### src/rtl/core/sprdec_pkg.sv
package sprdec_pkg;

  localparam int unsigned PALETTE_ENTRIES = 256;
  localparam int unsigned PAL_AW          = $clog2(PALETTE_ENTRIES);
  localparam int unsigned COLOR_W         = 16;
  localparam int unsigned DIM_W           = 12;

  // request kinds
  localparam logic [1:0] REQ_PALETTE   = 2'd0;
  localparam logic [1:0] REQ_ROW_START = 2'd1;
  localparam logic [1:0] REQ_CODE      = 2'd2;
  localparam logic [1:0] REQ_FRAME_END = 2'd3;

  // result kinds
  localparam logic RES_PIXEL  = 1'b0;
  localparam logic RES_STATUS = 1'b1;

  // configuration register indexes
  localparam logic CFG_FRAME_WIDTH  = 1'b0;
  localparam logic CFG_FRAME_HEIGHT = 1'b1;

  typedef struct packed {
    logic [1:0]         req_type;
    logic [PAL_AW-1:0]  palette_index;
    logic [COLOR_W-1:0] palette_color;
    logic [DIM_W-1:0]   row_number;
    logic [7:0]         code_byte;
  } req_item_t;

  typedef struct packed {
    logic             result_kind;
    logic [DIM_W-1:0] pixel_x;
    logic [DIM_W-1:0] pixel_y;
    logic [31:0]      argb;
    logic             interlaced;
    logic             last;
  } rsp_item_t;

  // 5:6:5-ish color expanded into the low 24 bits; the source bit fields overlap
  function automatic logic [31:0] make_argb(input logic [COLOR_W-1:0] c,
                                            input logic [7:0] a);
    make_argb = {a, c[15:11], c[13:5], c[6:0], c[2:0]};
  endfunction

endpackage

### src/rtl/core/sprdec_if.sv
interface sprdec_req_if;
  import sprdec_pkg::*;
  logic      valid;
  logic      ready;
  req_item_t item;
  modport source(output valid, output item, input ready);
  modport sink(input valid, input item, output ready);
endinterface

interface sprdec_rsp_if;
  import sprdec_pkg::*;
  logic      valid;
  logic      ready;
  rsp_item_t item;
  modport source(output valid, output item, input ready);
  modport sink(input valid, input item, output ready);
endinterface

interface sprdec_cfg_if;
  import sprdec_pkg::*;
  logic             valid;
  logic             ready;
  logic             index;
  logic [DIM_W-1:0] data;
  modport source(output valid, output index, output data, input ready);
  modport sink(input valid, input index, input data, output ready);
endinterface

### src/rtl/core/sprite_rle_line_decoder.sv
// Run-length sprite row decoder.
// cfg: register writes (index 0 frame width, 1 frame height), always ready;
//   write only while the block is idle.
// req: one transaction per item: palette write, row start, code byte or frame
//   end. Palette writes go straight into the palette RAM.
// rsp: pixel results (x, y, ARGB) and frame status results; last marks the
//   final result of an item.
// Items: palette write and row start complete in S_IDLE when taken. A code byte
//   passes S_WORK after the registered palette RAM read; frame end waits there
//   for a free output slot. A code byte that places pixels in the row (the
//   index byte of a single, run, repeat or literal code; a zero-alpha pixel
//   moves the column without a write) runs the emit loop: one pixel per cycle,
//   stalled while a drawn pixel has no free output slot, then the row check.
// A full output register sits on rsp; the next item is taken while the last
//   result still waits. A stalled receiver holds the emit loop and the frame
//   status in place, with no loss.
// Reset (rst, synchronous) clears control and decoder state but not the item,
//   emit data and output item registers; no row is open and the interlace flag
//   is set. Palette contents are undefined until written; no clearing pass is run.
module sprite_rle_line_decoder #(
  parameter int unsigned MAX_DIM = 4096
) (
  input logic          clk,
  input logic          rst,
  sprdec_cfg_if.sink   cfg,
  sprdec_req_if.sink   req,
  sprdec_rsp_if.source rsp
);
  import sprdec_pkg::*;

  localparam int unsigned ROW_MASK_FULL = MAX_DIM - 1;
  localparam logic [DIM_W-1:0] ROW_MASK = DIM_W'(ROW_MASK_FULL);

  typedef enum logic [2:0] {
    S_IDLE = 3'b001,
    S_WORK = 3'b010,
    S_EMIT = 3'b100
  } state_t;

  typedef enum logic [5:0] {
    PH_CODE         = 6'b000001,
    PH_ONE_INDEX    = 6'b000010,
    PH_RUN_ALPHA    = 6'b000100,
    PH_RUN_INDEX    = 6'b001000,
    PH_LITERAL      = 6'b010000,
    PH_REPEAT_INDEX = 6'b100000
  } phase_t;

  state_t           state, state_next;
  phase_t           decode_phase, decode_phase_next;
  logic [DIM_W-1:0] frame_width, frame_height;
  logic [DIM_W-1:0] current_row, current_row_next;
  logic [DIM_W:0]   current_col, current_col_next;
  logic [5:0]       pending_count, pending_count_next;
  logic [7:0]       held_alpha, held_alpha_next;
  logic             row_finished, row_finished_next;
  logic             interlace_flag, interlace_flag_next;
  logic [1:0]       item_kind, item_kind_next;
  logic [7:0]       item_byte, item_byte_next;
  logic [5:0]       emit_cnt, emit_cnt_next;
  logic             emit_draw, emit_draw_next;
  logic [7:0]       emit_alpha, emit_alpha_next;
  logic             out_valid, out_valid_next;
  rsp_item_t        out_item, out_item_next;

  logic               accept;
  logic               slot_free;
  logic               in_frame;
  logic               col_over;
  logic [DIM_W:0]     col_plus1;
  logic [7:0]         held_scaled;
  logic [5:0]         pending_dec;
  logic               ram_we, ram_re;
  logic [COLOR_W-1:0] pal_rdata;

  sprdec_ram #(
    .WIDTH(COLOR_W),
    .DEPTH(PALETTE_ENTRIES)
  ) u_palette (
    .clk  (clk),
    .we   (ram_we),
    .waddr(req.item.palette_index),
    .wdata(req.item.palette_color),
    .re   (ram_re),
    .raddr(req.item.code_byte),
    .rdata(pal_rdata)
  );

  assign req.ready = (state == S_IDLE);
  assign cfg.ready = 1'b1;
  assign rsp.valid = out_valid;
  assign rsp.item  = out_item;

  assign accept      = req.valid && req.ready;
  assign slot_free   = !out_valid || rsp.ready;
  assign col_over    = current_col >= {1'b0, frame_width};
  assign in_frame    = !col_over && (current_row < frame_height);
  assign col_plus1   = current_col + 1'b1;
  assign held_scaled = (held_alpha != 8'd0) ? ({held_alpha[4:0], 3'b000} - 8'd7) : 8'd0;
  assign pending_dec = pending_count - 6'd1;

  always_comb begin
    state_next          = state;
    decode_phase_next   = decode_phase;
    current_row_next    = current_row;
    current_col_next    = current_col;
    pending_count_next  = pending_count;
    held_alpha_next     = held_alpha;
    row_finished_next   = row_finished;
    interlace_flag_next = interlace_flag;
    item_kind_next      = item_kind;
    item_byte_next      = item_byte;
    emit_cnt_next       = emit_cnt;
    emit_draw_next      = emit_draw;
    emit_alpha_next     = emit_alpha;
    out_valid_next      = out_valid && !rsp.ready;
    out_item_next       = out_item;
    ram_we              = 1'b0;
    ram_re              = 1'b0;

    case (state)
      S_IDLE: begin
        if (accept) begin
          item_kind_next = req.item.req_type;
          item_byte_next = req.item.code_byte;
          case (req.item.req_type)
            REQ_PALETTE: begin
              ram_we = 1'b1;
            end
            REQ_ROW_START: begin
              current_row_next   = req.item.row_number & ROW_MASK;
              current_col_next   = '0;
              decode_phase_next  = PH_CODE;
              pending_count_next = '0;
              held_alpha_next    = '0;
              row_finished_next  = (frame_width == '0);
            end
            REQ_CODE: begin
              ram_re     = 1'b1;
              state_next = S_WORK;
            end
            default: begin
              state_next = S_WORK;
            end
          endcase
        end
      end

      S_WORK: begin
        if (item_kind == REQ_FRAME_END) begin
          if (slot_free) begin
            out_valid_next            = 1'b1;
            out_item_next             = '0;
            out_item_next.result_kind = RES_STATUS;
            out_item_next.interlaced  = interlace_flag;
            out_item_next.last        = 1'b1;
            interlace_flag_next       = 1'b1;
            row_finished_next         = 1'b1;
            decode_phase_next         = PH_CODE;
            pending_count_next        = '0;
            held_alpha_next           = '0;
            state_next                = S_IDLE;
          end
        end else begin
          state_next = S_IDLE;
          if (row_finished) begin
            // no open row: byte dropped
          end else if (decode_phase == PH_CODE && col_over) begin
            row_finished_next = 1'b1;
          end else begin
            case (decode_phase)
              PH_CODE: begin
                if (item_byte == 8'h00) begin
                  row_finished_next = 1'b1;
                end else begin
                  case (item_byte[7:6])
                    2'b00: begin
                      if (current_row[0]) interlace_flag_next = 1'b0;
                      if (item_byte[5]) begin
                        held_alpha_next   = {3'b000, item_byte[4:0]};
                        decode_phase_next = PH_ONE_INDEX;
                      end else begin
                        pending_count_next = {1'b0, item_byte[4:0]};
                        decode_phase_next  = PH_RUN_ALPHA;
                      end
                    end
                    2'b01: begin
                      if (current_row[0]) interlace_flag_next = 1'b0;
                      pending_count_next = item_byte[5:0];
                      if (item_byte[5:0] != 6'd0) decode_phase_next = PH_LITERAL;
                    end
                    2'b10: begin
                      if (current_row[0]) interlace_flag_next = 1'b0;
                      pending_count_next = item_byte[5:0];
                      decode_phase_next  = PH_REPEAT_INDEX;
                    end
                    default: begin
                      current_col_next = current_col + {7'd0, item_byte[5:0]};
                    end
                  endcase
                  if (decode_phase_next == PH_CODE &&
                      current_col_next >= {1'b0, frame_width}) begin
                    row_finished_next = 1'b1;
                  end
                end
              end
              PH_RUN_ALPHA: begin
                held_alpha_next   = item_byte;
                decode_phase_next = PH_RUN_INDEX;
              end
              PH_ONE_INDEX: begin
                emit_cnt_next     = 6'd1;
                emit_draw_next    = (held_alpha != 8'd0);
                emit_alpha_next   = held_scaled;
                decode_phase_next = PH_CODE;
                state_next        = S_EMIT;
              end
              PH_RUN_INDEX: begin
                emit_cnt_next      = pending_count;
                emit_draw_next     = 1'b1;
                emit_alpha_next    = held_scaled;
                pending_count_next = '0;
                decode_phase_next  = PH_CODE;
                state_next         = S_EMIT;
              end
              PH_LITERAL: begin
                emit_cnt_next      = 6'd1;
                emit_draw_next     = 1'b1;
                emit_alpha_next    = 8'hFF;
                pending_count_next = pending_dec;
                if (pending_dec == 6'd0) decode_phase_next = PH_CODE;
                state_next         = S_EMIT;
              end
              PH_REPEAT_INDEX: begin
                emit_cnt_next      = pending_count;
                emit_draw_next     = 1'b1;
                emit_alpha_next    = 8'hFF;
                pending_count_next = '0;
                decode_phase_next  = PH_CODE;
                state_next         = S_EMIT;
              end
              default: begin
                decode_phase_next = PH_CODE;
              end
            endcase
          end
        end
      end

      S_EMIT: begin
        if (emit_cnt == 6'd0 || !in_frame) begin
          if (decode_phase == PH_CODE && col_over) row_finished_next = 1'b1;
          state_next = S_IDLE;
        end else if (!emit_draw) begin
          // zero-alpha single pixel: column moves, nothing written
          current_col_next = col_plus1;
          emit_cnt_next    = emit_cnt - 6'd1;
        end else if (slot_free) begin
          out_valid_next            = 1'b1;
          out_item_next.result_kind = RES_PIXEL;
          out_item_next.pixel_x     = current_col[DIM_W-1:0];
          out_item_next.pixel_y     = current_row;
          out_item_next.argb        = make_argb(pal_rdata, emit_alpha);
          out_item_next.interlaced  = 1'b0;
          out_item_next.last        = (emit_cnt == 6'd1) || (col_plus1 >= {1'b0, frame_width});
          current_col_next          = col_plus1;
          emit_cnt_next             = emit_cnt - 6'd1;
        end
      end

      default: begin
        state_next = S_IDLE;
      end
    endcase
  end

  always_ff @(posedge clk) begin
    if (rst) begin
      state          <= S_IDLE;
      decode_phase   <= PH_CODE;
      frame_width    <= '0;
      frame_height   <= '0;
      current_row    <= '0;
      current_col    <= '0;
      pending_count  <= '0;
      held_alpha     <= '0;
      row_finished   <= 1'b1;
      interlace_flag <= 1'b1;
      emit_cnt       <= '0;
      out_valid      <= 1'b0;
    end else begin
      state          <= state_next;
      decode_phase   <= decode_phase_next;
      current_row    <= current_row_next;
      current_col    <= current_col_next;
      pending_count  <= pending_count_next;
      held_alpha     <= held_alpha_next;
      row_finished   <= row_finished_next;
      interlace_flag <= interlace_flag_next;
      emit_cnt       <= emit_cnt_next;
      out_valid      <= out_valid_next;
      if (cfg.valid && cfg.ready) begin
        case (cfg.index)
          CFG_FRAME_WIDTH:  frame_width  <= cfg.data;
          CFG_FRAME_HEIGHT: frame_height <= cfg.data;
          default:          frame_width  <= frame_width;
        endcase
      end
    end
  end

  always_ff @(posedge clk) begin
    item_kind  <= item_kind_next;
    item_byte  <= item_byte_next;
    emit_draw  <= emit_draw_next;
    emit_alpha <= emit_alpha_next;
    out_item   <= out_item_next;
  end

  // a closed row never leaves a multi-byte code open
  a_finished_phase: assert property (@(posedge clk) disable iff (rst)
    row_finished |-> decode_phase == PH_CODE)
    else $error("row closed with code in progress");

  // pixels shown on rsp lie inside the frame
  a_pixel_in_frame: assert property (@(posedge clk) disable iff (rst)
    (rsp.valid && rsp.item.result_kind == RES_PIXEL) |->
      ({1'b0, rsp.item.pixel_x} < {1'b0, frame_width} && rsp.item.pixel_y < frame_height))
    else $error("pixel outside frame");

  // frame status is a single, final result with no pixel data
  a_status_form: assert property (@(posedge clk) disable iff (rst)
    (rsp.valid && rsp.item.result_kind == RES_STATUS) |->
      (rsp.item.last && rsp.item.argb == 32'd0))
    else $error("malformed frame status");

  // a drawn pixel is loaded into the output register in the next cycle
  a_emit_loads: assert property (@(posedge clk) disable iff (rst)
    (state == S_EMIT && emit_cnt != 6'd0 && in_frame && emit_draw && slot_free) |=>
      (rsp.valid && rsp.item.result_kind == RES_PIXEL))
    else $error("pixel not loaded");

endmodule

### src/rtl/core/sprdec_ram.sv
module sprdec_ram #(
  parameter int unsigned WIDTH = 16,
  parameter int unsigned DEPTH = 256
) (
  input  logic                     clk,
  input  logic                     we,
  input  logic [$clog2(DEPTH)-1:0] waddr,
  input  logic [WIDTH-1:0]         wdata,
  input  logic                     re,
  input  logic [$clog2(DEPTH)-1:0] raddr,
  output logic [WIDTH-1:0]         rdata
);

  logic [WIDTH-1:0] mem [DEPTH];

  always_ff @(posedge clk) begin
    if (we) begin
      mem[waddr] <= wdata;
    end
    if (re) begin
      rdata <= mem[raddr];
    end
  end

endmodule
### src/flat_wrapper.sv
// flat-port wrapper written by rule: the top's interface ports become plain ports
module sprite_rle_line_decoder_flat import sprdec_pkg::*;
#(
  parameter int unsigned MAX_DIM = 4096
)
  (clk, rst, cfg_valid, cfg_index, cfg_data, cfg_ready, req_valid, req_item, req_ready, rsp_valid, rsp_item, rsp_ready);
  sprdec_cfg_if cfg_i ();
  sprdec_req_if req_i ();
  sprdec_rsp_if rsp_i ();
  input logic clk;
  input logic rst;
  input wire logic [$bits(cfg_i.valid)-1:0] cfg_valid;
  input wire logic [$bits(cfg_i.index)-1:0] cfg_index;
  input wire logic [$bits(cfg_i.data)-1:0] cfg_data;
  output wire logic [$bits(cfg_i.ready)-1:0] cfg_ready;
  input wire logic [$bits(req_i.valid)-1:0] req_valid;
  input wire logic [$bits(req_i.item)-1:0] req_item;
  output wire logic [$bits(req_i.ready)-1:0] req_ready;
  output wire logic [$bits(rsp_i.valid)-1:0] rsp_valid;
  output wire logic [$bits(rsp_i.item)-1:0] rsp_item;
  input wire logic [$bits(rsp_i.ready)-1:0] rsp_ready;
  assign cfg_i.valid = cfg_valid;
  assign cfg_i.index = cfg_index;
  assign cfg_i.data = cfg_data;
  assign cfg_ready = cfg_i.ready;
  assign req_i.valid = req_valid;
  assign req_i.item = req_item;
  assign req_ready = req_i.ready;
  assign rsp_valid = rsp_i.valid;
  assign rsp_item = rsp_i.item;
  assign rsp_i.ready = rsp_ready;
  sprite_rle_line_decoder #(.MAX_DIM(MAX_DIM)) u_core (.clk(clk), .rst(rst), .cfg(cfg_i), .req(req_i), .rsp(rsp_i));
endmodule
### config.mk
export PLATFORM = sky130hd
export DESIGN_NAME = sprite_rle_line_decoder_flat
export DESIGN_NICKNAME = d
export VERILOG_FILES = /design/src/rtl/core/sprdec_pkg.sv /design/src/rtl/core/sprdec_if.sv /design/src/rtl/core/sprite_rle_line_decoder.sv /design/src/rtl/core/sprdec_ram.sv /design/src/flat_wrapper.sv
export SDC_FILE = /design/constraint.sdc
export NUM_CORES = 2
export LEC_CHECK = 0
export BUFFER_PORTS_ARGS = -buffer_cell sky130_fd_sc_hd__buf_2
export CORE_AREA = 2 2 689 691
export CTS_CLUSTER_SIZE = 28
export DETAILED_ROUTE_END_ITERATION = 12
export DIE_AREA = 0 0 691 693
export PLACE_DENSITY_LB_ADDON = 0.15
export SKIP_CTS_REPAIR_TIMING = 1
export SLEW_MARGIN = 15
export SYNTH_ARGS = -nofsm -noshare
export SYNTH_HDL_FRONTEND = slang
export SYNTH_SLANG_ARGS = --single-unit
### constraint.sdc
create_clock -name clk -period 4.47 [get_ports clk]
set_input_delay 0.447 -clock clk [delete_from_list [all_inputs] [get_ports clk]]
set_output_delay 0.447 -clock clk [all_outputs]
set_load 0.01 [all_outputs]
# Word level (Yosys, flattened, before mapping)

Memory sizes are Yosys's and may differ from the RTL's. A register that Yosys moved wholly into a read port is not among the register bits.
Cells that the tools add are included.

Bits in registers: 159
Logic and storage cells: 253
Output and inout bits: 62
Memories: 1
Bits in writable memories: 4096
Input port bits: 64

Reduce and logical (&&, ||, !) cells: 52
Multiplexer cells: 117
Magnitude comparators: 4
Add/subtract/negate cells: 5
Bitwise logic cells: 4
Equality and inequality tests: 48

Memories:

| memory               | depth | width | rd ports | clocked after Yosys merged registers in | write ports | RTL line         | RTL |
|---|---|---|---|---|---|---|---|
| u_core.u_palette.mem | 256   | 16    | 1        | 1                                       | 1           | sprdec_ram.sv:14 | `logic [WIDTH-1:0] mem [DEPTH];` |

Operators with widths:

| operator                                               | number |
|---|---|
| 2-to-1 mux 59 bit                                      | 5 |
| 2-to-1 mux 13 bit                                      | 17 |
| 2-to-1 mux 6 bit                                       | 29 |
| case mux 59 bit (2 select lines)                       | 1 |
| 2-to-1 mux 8 bit                                       | 10 |
| case mux 6 bit (2 select lines)                        | 5 |
| case mux 6 bit (3 select lines)                        | 3 |
| case mux 8 bit (2 select lines)                        | 3 |
| >= comparator 13 x 12 -> 1 bit                         | 3 |
| case mux 13 bit (3 select lines)                       | 1 |
| 2-to-1 mux 1 bit                                       | 30 |
| AND reduction 10 bit                                   | 3 |
| 2-to-1 mux 3 bit                                       | 9 |
| inequality test 2 x 1 -> 1 bit (second input constant) | 10 |
| equality test 6 x 1 -> 1 bit (second input constant)   | 3 |
| inequality test 2 bit (second input constant)          | 9 |
| AND reduction 8 bit                                    | 2 |
| nonzero test 2 bit                                     | 7 |
| adder 13 x 1 -> 13 bit (second input constant)         | 1 |
| adder 13 x 6 -> 13 bit                                 | 1 |
| logical NOT 12 bit                                     | 1 |
| logical NOT 6 bit                                      | 2 |
| < comparator 12 bit                                    | 1 |
| inequality test 4 x 2 -> 1 bit (second input constant) | 3 |
| other kinds (39)                                       | 71 |

# Depth between registers and ports, before layout

Depth in word-level cells: 18
Mapped depth: 15
Mapped depth without buffers: 15

# Modules after synthesis

A second synthesis with hierarchy kept.

Cell total of the unflattened synthesis: 8256
Area total of the unflattened synthesis: 167257.9 um^2

Modules (own cells, without submodules):

| module                  | area each (um^2) | sequential area each (um^2) | times used | cells each |
|---|---|---|---|---|
| sprdec_ram              | 158874.9         | 123478.4                    | 1          | 7360 |
| sprite_rle_line_decoder | 8383.0           | 3663.5                      | 1          | 896 |

# Least setup slack after synthesis

No wires, ideal clock.

Kind: register to register
Start: reg u_core.current_col[1]
End: reg u_core.out_item (netlist bit u_core.rsp.item[0]), enable pin
Path buffers: 0
Path slack: 0.023 ns
Period minus slack after synthesis: 4.447 ns
Library setup time: 0.458 ns
Data required time: 4.012 ns
Arrival: 3.990 ns
Stages on the path, launching flop included: 10
Cell sequence: dfxtp_1 ha_1 nor2b_1 o31ai_1 a21oi_1 o21ai_0 nor2b_1 and3_1 a21oi_1 nor2_1

Word-level cells in the longest chain between the ends: 7

RTL lines:

| item                                   | RTL line                       | RTL |
|---|---|---|
| start, declared                        | sprite_rle_line_decoder.sv:53  | `logic [DIM_W:0] current_col, current_col_next;` |
| start signal, assigned                 | sprite_rle_line_decoder.sv:295 | `current_col <= current_col_next;` |
| >= comparator 13 x 12 -> 1 bit         | sprite_rle_line_decoder.sv:96  | `assign col_over = current_col >= {1'b0, frame_width};` |
| logical NOT 1 bit                      | sprite_rle_line_decoder.sv:97  | `assign in_frame = !col_over && (current_row < frame_height);` |
| logical AND 1 bit                      | sprite_rle_line_decoder.sv:97  |  |
| logical NOT 1 bit                      | sprite_rle_line_decoder.sv:251 | `if (emit_cnt == 6'd0 \|\| !in_frame) begin` |
| logical OR 1 bit                       | sprite_rle_line_decoder.sv:251 |  |
| inequality test 2 bit (no source line) | --                             |  |
| AND reduction 6 bit (no source line)   | --                             |  |
| end signal, assigned                   | sprite_rle_line_decoder.sv:317 | `out_item <= out_item_next;` |
| end, declared                          | sprite_rle_line_decoder.sv:64  | `rsp_item_t out_item, out_item_next;` |

Every way passes these cells.
A chain may end at the register's enable or synchronous reset.

# Worst setup path after layout

Start: reg u_core.state[0]
End: mem u_core.u_palette.mem[8][11], enable pin

Word-level cells in the longest chain between the ends: 6

RTL lines:

| item                                       | RTL line                                                      | RTL |
|---|---|---|
| start, declared                            | sprite_rle_line_decoder.sv:49                                 | `state_t state, state_next;` |
| start signal, assigned                     | sprite_rle_line_decoder.sv:292                                | `state <= state_next;` |
| equality test 3 x 1 -> 1 bit (*)           | sprite_rle_line_decoder.sv:89, sprite_rle_line_decoder.sv:121 |  |
| logical AND 1 bit                          | sprite_rle_line_decoder.sv:94                                 | `assign accept = req.valid && req.ready;` |
| 2-to-1 mux 1 bit                           | sprite_rle_line_decoder.sv:123                                | `if (accept) begin` |
| 2-to-1 mux 1 bit (*)                       | sprite_rle_line_decoder.sv:121                                | `case (state)` |
| 2-to-1 mux 1 bit (*)                       | sprdec_ram.sv:17                                              | `if (we) begin` |
| 2-to-1 mux 1 bit (not written as such) (*) | sprdec_ram.sv:18                                              | `mem[waddr] <= wdata;` |
| end, declared                              | sprdec_ram.sv:14                                              |  |

Mark *: on every way between the ends. The rest lies on a longest branch, timed or not.

==> run_results.csv <==
group,metric,value,unit
detailed_routing,drc,0,
clocking,cts_tree,"yes",
placed_design,place_congestion,0.809,
timing,tns,0,ns
critical_path,arrival,4.77,ns
yosys,syn-cell-area,164000,um2
critical_path,setup.worst_path.class,"reg -> reg",
power,leakagePower,0.0618,uW
detailed_routing,vias,84400,
flow_run,cap_viol_max_count,0,
final_layout,design_area,192000,um2
yosys,yosys_warnings,0,
power,p_sw_frac,0.221,
timing,max-slew-margin-rel,0.0182,
placed_design,place_area,178000,um2
yosys,synth_flop_cell,"edfxtp_1",
yosys,synth.avg_cell_area,20.3,um2
clocking,h-tree-depth,5,
placed_design,io_buffer_count,124,
detailed_routing,drt-initial-drc-count,9077,
yosys,ys_async_sr_fraction,0,
grt,grt_max_degree,161,
grt,grt.total_usage,0.197,
grt,antenna_found_initial,34,
clocking,clk_pin_slew,0.06,ns
yosys,synth.most_common_cell,"edfxtp_1",
yosys,yosys.area.top_type,"edfxtp_1",
placed_design,dp.cells,14700,
outcome,status,"finished, final reports clean",
die,floorplan.initialDensity,0.348,
timing,skew,0.0605,ns
power,powerDensity,438,nW/um2
grt,grt_overflow_total,0,
detailed_routing,drt-pass1-iter-count,6,
placed_design,dpl.hpwl,298000,um
timing,slew_viol_final,0,
final_layout,fin_cells,15600,
final_layout,drive_gt1_frac,0.254,
critical_path,critPathRequiredTime,5.18,ns
yosys,synth_fp_nets,8223,
timing,hold_slack,0.00497,ns
final_layout,fill_cells,41800,
yosys,ys_ff_latch,4261,
clocking,clk-insertion-delay-late,1.02,ns
timing,worst_pin_slew,1.47,ns
die,io_pins,126,
critical_path,crit_fanout,11,
power,p_int,65500,uW
yosys,synth_cell_types,75,
die,dieArea,479000,um2
die,fp-row-count,253,
power,pwr-share-clk,0.428,
critical_path,end_kind,"register",
final_layout,syn2layout_area_growth,16.8,%
power,peakVddDrop,0.348,mV
power,seqPwrFrac,0.522,
die,dieWidth,691,um
detailed_routing,wl,483000,um
grt,grt_pass1_wl,674000,um
detailed_routing,ant_nets,0,
power,power,84100,uW
timing,setup_violations,0,
timing,fin_crit_sh,0.910,
power,combPwrFrac,0.050,
yosys,netlist.area_leader.share,0.763,
timing,hold_viol,0,
grt,grt_pass1_vias,85300,
hold_path,min-delay-path-class,"in -> reg",
yosys,yosys-top-cells-count,"4180 x edfxtp_1, 768 x mux4_2, 537 x mux2i_1, 312 x nor2_1, 292 x o22ai_1",
detailed_routing,wl_per_cell,31.0,um
yosys,synth_cells,8095,
detailed_routing,vias_per_cell,5.42,
die,die_y,693,um
clocking,cts_root_buf,"clkbuf_16",
die,core-area,472000,um2
final_layout,final_nets,9076,
yosys,yosysSeqAreaShare,0.773,
timing,fmax,246,MHz
clocking,clk_path_buf_depth,4,
clocking,cts_sinks,4261,
timing,rsz0062_at_grt,"no",
timing,finalCriticalPeriod,4.07,ns
yosys,synth_area_leaders,"edfxtp_1 76%, mux4_2 11%, mux2i_1 3.3%",
clocking,numCtsBuffers,451,
critical_path,critPathLaunchType,"register",
power,switching_power,18600,uW
yosys,synth_edf_count,4180,
worst max-delay path, cell delays in order, from the launching register on:
cell     delay (ns)
dfxtp_1        0.38
nor3b_2        0.22
nand2_1        0.25
nor3_2         0.58
buf_4          0.49
nand3_1        0.69
nor2_1         0.75
buf_4          0.35
stage by stage:
step / setup WS (ns) / utilization
floorplan: 0.0226 / -
global placement: 0.0476 / 0.376
detailed placement: 0.0484 / 0.376
CTS: 0.349 / 0.406
global route: 0.234 / 0.407
finish: 0.402 / 0.407
layout by cell type, fill, tap and decap left out, drive strengths merged, types with 10 or more instances in the layout:
cell type	n
a211oi	16
a21oi	204
a221oi	56
a22o	113
a22oi	196
a311oi	16
and2	48
buf	832
bufinv	26
clkbuf	552
clkinv	217
clkinvlp	19
dfxtp	81
diode	14
dlygate4sd3	47
edfxtp	4180
ha	63
inv	57
mux2i	537
mux4	768
nand2	166
nand2b	10
nand3	41
nand4	27
nor2	313
nor2b	41
nor3	138
nor4	70
o21ai	61
o22ai	292
or2	10
xnor2	18
per-layer routing:
layer  track usage  part of all wire  vias up  routed length [um]
li1              -                 -    35500                   -
met1         0.279              0.44    45800              214000
met2         0.322              0.48     2487              232000
met3        0.0281             0.055      568               26400
met4        0.0460             0.023        8               11200
met5             0          0.000097        -                  47
power by group through the flow:
stage	registers [uW]	logic, uW	clock network, uW
after floorplan	44800	2000	0
after global placement	44800	4200	0
after detailed placement	44800	4250	0
after CTS	43900	4250	36800
after global routing	43900	4460	38300
final	43900	4210	36000
final cells by class:
class	instances	area (um2)	area share
Sequential cell	4261	127000	0.662
Timing Repair Buffer	880	7660	0.0399
Multi-Input combinational cell	3311	35300	0.184
Clock buffer	551	11800	0.0614
Tap cell	6247	7820	0.0407
Clock inverter	276	2220	0.0115
Antenna cell	14	35.0	0.000182
Inverter	43	161	0.000840
worst paths after layout:
kind / slack, ns / depth (start not counted) / end / startpoint
setup / recovery: 0.40 / 7 / u_core.u_palette.mem[8][11] / u_core.state[0]
setup reg to reg: 0.40 / 7 / u_core.u_palette.mem[8][11] / u_core.state[0]
hold / removal: 0.005 / 1 / u_core.u_palette.mem[84][12] / req_item[32]
hold reg to reg: 0.46 / 2 / u_core.frame_height[10] / u_core.frame_height[10]
cell families (layout without fill, tap and decap cells):
group                      after synthesis  in the layout  share of synthesized area
DFF                                   4261           4261                      0.773
muxes                                 1307           1307                      0.138
AOI/OAI and AO/OA                     1014           1014                     0.0419
and+or+nand+nor                        899            899                     0.0262
buffers and inverters                  523           1750                     0.0147
adders and majority gates               64             64                    0.00491
xor gates and xnor gates                26             26                    0.00138
other                                    1             15                  0.0000228
flip-flops by register name, summed over array words and instances (netlist names), 8 cells and up:
name,cells
u_core.u_palette.mem,4096
u_core.rsp.item,50
u_core.u_palette.rdata,16
u_core.current_col,13
u_core.current_row,12
u_core.frame_height,12
u_core.frame_width,12
u_core.held_alpha,8
u_core.item_byte,8
(Power assumes the default switching activity.)
